[src/sv/sfrq_pkg.sv]
// shared types and constants of the shortest-first request queue
`timescale 1ns / 1ps

package sfrq_pkg;

    // fixed field widths
    localparam int HANDLE_W     = 16;
    localparam int SIZE_W       = 32;
    localparam int OCC_W        = 8;
    localparam int IN_TDATA_W   = 56;
    localparam int OUT_TDATA_W  = 64;

    // operation codes
    localparam logic OP_ENQ = 1'b0;
    localparam logic OP_DEQ = 1'b1;

    typedef enum logic [1:0] {
        RD_HEAD,
        RD_TAIL,
        RD_PREV
    } t_rd_sel;

    typedef enum logic [1:0] {
        WR_NONE,
        WR_NEW,
        WR_MOVE
    } t_wr_sel;

    typedef enum logic [1:0] {
        RES_ENQ,
        RES_REJ,
        RES_DEQ
    } t_res_kind;

    typedef struct packed {
        logic      capture;
        logic      pos_load;
        logic      pos_dec;
        t_rd_sel   rd_sel;
        t_wr_sel   wr_sel;
        logic      head_inc;
        logic      cnt_inc;
        logic      cnt_dec;
        logic      res_load;
        t_res_kind res_kind;
    } t_dp_cmd;

    typedef struct packed {
        logic empty;
        logic full;
        logic size_le;
        logic pos_one;
        logic out_valid;
    } t_dp_sts;

endpackage

[src/sv/sfrq_ctrl.sv]
// controller: mode register and the state machine that sequences each request
`timescale 1ns / 1ps

module sfrq_ctrl import sfrq_pkg::*; (
    input  logic    i_clk,
    input  logic    i_rst_n,
    input  logic    i_s_tvalid,
    output logic    o_s_tready,
    input  logic    i_op,
    input  logic    i_m_tready,
    input  logic    i_cfg_valid,
    output logic    o_cfg_ready,
    input  logic    i_cfg_data,
    input  t_dp_sts i_sts,
    output t_dp_cmd o_cmd
);

    typedef enum logic [3:0] {
        ST_IDLE  = 4'b0001,
        ST_WALK  = 4'b0010,
        ST_PLACE = 4'b0100,
        ST_DEQ   = 4'b1000
    } t_state;

    t_state r_state, n_state;
    logic   r_shortest_first;
    logic   s_fire;

    assign o_cfg_ready = 1'b1;
    assign o_s_tready  = (r_state == ST_IDLE) && (!i_sts.out_valid || i_m_tready);
    assign s_fire      = i_s_tvalid && o_s_tready;

    always_ff @(posedge i_clk) begin
        if (!i_rst_n) begin
            r_state          <= ST_IDLE;
            r_shortest_first <= 1'b0;
        end else begin
            r_state <= n_state;
            if (i_cfg_valid) begin
                r_shortest_first <= i_cfg_data;
            end
        end
    end

    always_comb begin
        n_state        = r_state;
        o_cmd          = '0;
        o_cmd.rd_sel   = RD_HEAD;
        o_cmd.wr_sel   = WR_NONE;
        o_cmd.res_kind = RES_ENQ;
        unique case (r_state)
            ST_IDLE: begin
                if (s_fire) begin
                    o_cmd.capture  = 1'b1;
                    o_cmd.pos_load = 1'b1;
                    if (i_op == OP_DEQ) begin
                        if (i_sts.empty) begin
                            o_cmd.res_load = 1'b1;
                            o_cmd.res_kind = RES_REJ;
                        end else begin
                            o_cmd.rd_sel = RD_HEAD;
                            n_state      = ST_DEQ;
                        end
                    end else if (i_sts.full) begin
                        o_cmd.res_load = 1'b1;
                        o_cmd.res_kind = RES_REJ;
                    end else if (!r_shortest_first || i_sts.empty) begin
                        n_state = ST_PLACE;
                    end else begin
                        o_cmd.rd_sel = RD_TAIL;
                        n_state      = ST_WALK;
                    end
                end
            end
            ST_WALK: begin
                if (i_sts.size_le) begin
                    o_cmd.wr_sel   = WR_NEW;
                    o_cmd.cnt_inc  = 1'b1;
                    o_cmd.res_load = 1'b1;
                    n_state        = ST_IDLE;
                end else begin
                    // shift the larger entry back one slot and look one further
                    o_cmd.wr_sel  = WR_MOVE;
                    o_cmd.pos_dec = 1'b1;
                    o_cmd.rd_sel  = RD_PREV;
                    if (i_sts.pos_one) begin
                        n_state = ST_PLACE;
                    end
                end
            end
            ST_PLACE: begin
                o_cmd.wr_sel   = WR_NEW;
                o_cmd.cnt_inc  = 1'b1;
                o_cmd.res_load = 1'b1;
                n_state        = ST_IDLE;
            end
            ST_DEQ: begin
                o_cmd.head_inc = 1'b1;
                o_cmd.cnt_dec  = 1'b1;
                o_cmd.res_load = 1'b1;
                o_cmd.res_kind = RES_DEQ;
                n_state        = ST_IDLE;
            end
            default: n_state = ST_IDLE;
        endcase
    end

endmodule

[config.mk]
export PLATFORM = sky130hd
export DESIGN_NAME = sfrq_ctrl
export DESIGN_NICKNAME = d
export VERILOG_FILES = /design/src/sv/sfrq_pkg.sv /design/src/sv/sfrq_ctrl.sv
export SDC_FILE = /design/constraint.sdc
export NUM_CORES = 1
export LEC_CHECK = 0
export ABC_AREA = 1
export BUFFER_PORTS_ARGS = -buffer_cell sky130_fd_sc_hd__buf_4
export CAP_MARGIN = 0
export CORE_MARGIN = 2
export CORE_UTILIZATION = 30
export DETAILED_ROUTE_END_ITERATION = 7
export GPL_TIMING_DRIVEN = 0
export PLACE_DENSITY_LB_ADDON = 0.05
export SLEW_MARGIN = 20
export SYNTH_ARGS = -nofsm -noshare
export SYNTH_HDL_FRONTEND = slang
export SYNTH_SLANG_ARGS = --single-unit
[constraint.sdc]
create_clock -name i_clk -period 1.35 [get_ports i_clk]
set_input_delay 0.135 -clock i_clk [delete_from_list [all_inputs] [get_ports i_clk]]
set_output_delay 0.135 -clock i_clk [all_outputs]
set_load 0.01 [all_outputs]
==> reports/metrics.cfg <==
[run_status]
status = finished with violations
violations = setup timing

[yosys]
avgSynthCellArea_um2 = 6.356
synth_top_area_share_pct = 21.00
synth_largest_area_cell = dfxtp_1
synth_area_leaders = dfxtp_1, inv_1, nand2_1
async_flop_share_pct = 0
synth_most_common_cell = inv_1
synth_area_um2 = 476.7
synth_top_cells_by_count = inv_1, nand2_1, nor2_1
synth-seq-cells = 5
syn_inst = 75
synthFlopType = dfxtp_1
synth.distinct_cells = 22
synthesis.yosys.warnings = 0
synthesis.nets = 87
synth_edf_count = 0
yosysSeqAreaShare_pct = 21.00

[floorplanning]
initial_core_util_pct = 31.64
design.core.area_um2 = 1506
row_count = 14
num_io_pins = 27
dieHeight_um = 43.86
design.die.area_um2 = 1924
die_w_um = 43.86

[routing]
drt_first_pass_iters = 4
drtIter0Drc = 6
drc = 0
routedWlPerCell_um = 8.634
vias = 551
via_per_inst = 4.480
ant_nets = 0
totalWireLength_um = 1062

[critical_path]
startpoint_type = register
cp.required_ns = 1.22
arrival_ns = 1.35
crit_path_end_kind = output pin
crit_type = register to output pin
path_max_fanout = 4

[run]
maxCapViolations = 0

[placement]
placed_area_um2 = 684.4
placed_cells = 116
place_congestion = 0.7939
io_buffers = 25
place_ws_ns = 0.02462
hpwl_um = 908.5

[clocking]
cts_hold_buffers = 0
clock_latency_ns = 0.24
htreeDepth = 1
clock_sinks = 5
cts-root-buf = clkbuf_4
clock_path_buffers = 2
numCtsBuffers = 3
clkTransAtPathRegs_ns = 0.04
cts_tree = done

[grt]
grt_overflow = 0
grt_pass1_wl_um = 1773
antenna_found_initial = 0
grt_max_degree = 7
grt_use_total_pct = 12.54
first_global_vias = 457

[final_layout]
drive_gt1_share_pct = 55.14
multi_input_comb_area_um2 = 326.6
fin_area_um2 = 783.3
diodes = 0
fillerInstances = 179
seqCellArea_um2 = 106.4
fin_cells = 123
areaGrowthSynthToFinish_pct = 64.30
fin_nets = 120

[timing]
hold_viol = 0
setup_violations = 9
finalClockSkew_ns = 0.002700
fin_crit_ns = 1.487
layout_setup_ws_ns = -0.1366
setup_tns_ns = -0.6338
fmax_ghz = 0.6727
fin_crit_sh_pct = 110.1
slew_viol_final = 0
rsz0062_at_grt = yes

[worst_hold_path]
worstHoldPathType = input pin to register

[power_and_ir_drop]
max-vdd-ir-drop_uv = 810.6
power_density_nw_per_um2 = 1713
p_leak_nw = 0.4284

==> logic make-up after synthesis <==
family | Yosys count | share of synthesized area, %
simple gates | 44 | 52.50
buf+inv | 20 | 19.69
compound gates | 5 | 6.035
flops | 5 | 21.00
other cells | 1 | 0.7866
==> placed cells by master (no fill, tap or decap), types with 2 or more instances in the layout <==
master | netlist | final
buf_4 | 5 | 33
inv_1 | 13 | 13
nand2_1 | 12 | 11
nor2_1 | 10 | 8
nor2_4 | 3 | 5
nor3_1 | 6 | 4
nand2_2 | 3 | 3
clkbuf_4 | 0 | 3
inv_2 | 2 | 2
nand3_2 | 1 | 2
nor3_2 | 1 | 2
o21ai_1 | 2 | 2
nand4_1 | 2 | 2
dfxtp_1 | 5 | 2
dfxtp_2 | 0 | 2
==> layer usage <==
metal / global-route usage, % / routed length (um) / vias up
li1: - / - / 292
met2: 20.88 / 561 / 18
met1: 13.75 / 424 / 241
met4: 5.455 / 0 / 0
met3: 5.417 / 75 / 0
met5: 0 / 0 / -
==> final cells by class <==
class                           instances  area share, %
Timing Repair Buffer                   28          26.84
Clock buffer                            4          3.355
Sequential cell                         5          13.58
Buffer                                  5          4.792
Multi-Input combinational cell         50          41.69
Tap cell                               16          2.556
Inverter                               15          7.189
==> through the flow <==
stage          hold WS [ns]  utilization (%)  power (mW)
2_1_floorplan        0.2222                -      0.8111
6_report            0.07626            51.99       1.341
3_5_place_dp         0.3273            45.43       1.063
5_1_grt             0.07718            51.99       1.474
4_1_cts             0.07009            49.42       1.310
3_3_place_gp         0.3244            45.43       1.057
==> worst max-delay path, stage by stage (launching register included) <==
cell	delay, ns
dfxtp_2	0.33
nor2_4	0.17
nand3_4	0.13
nor2_4	0.13
nand2_4	0.07
nor3b_2	0.15
buf_4	0.14
==> sequential cells by signal, indices dropped and copies added, names as in the netlist <==
signal	cells
r_shortest_first	1
r_state	4
==> report_power, final <==
| group | switching [mW] | internal, mW | leakage [nW] |
|---|---|---|---|
| Sequential | 0.0525 | 0.208 | 0.0420 |
| Combinational | 0.502 | 0.407 | 0.371 |
| Clock | 0.0606 | 0.112 | 0.0150 |
==> final timing paths <==
path,from,to,slack [ns],cells after the start
hold / removal,i_cfg_valid,r_shortest_first,0.08,2
setup reg to reg,r_state[3],r_state[2],0.23,6
hold reg to reg,r_shortest_first,r_shortest_first,0.55,2
setup / recovery,r_state[3],o_cmd[8],-0.14,6
==> what timing repair did <==
action	in CTS	in global routing
cloned	0	0
buffers inserted	3	0
setup endpoints to repair	10	13
pin swaps	4	2
resized for setup	5	9
Note: power is estimated with default switching activity, not from simulation.
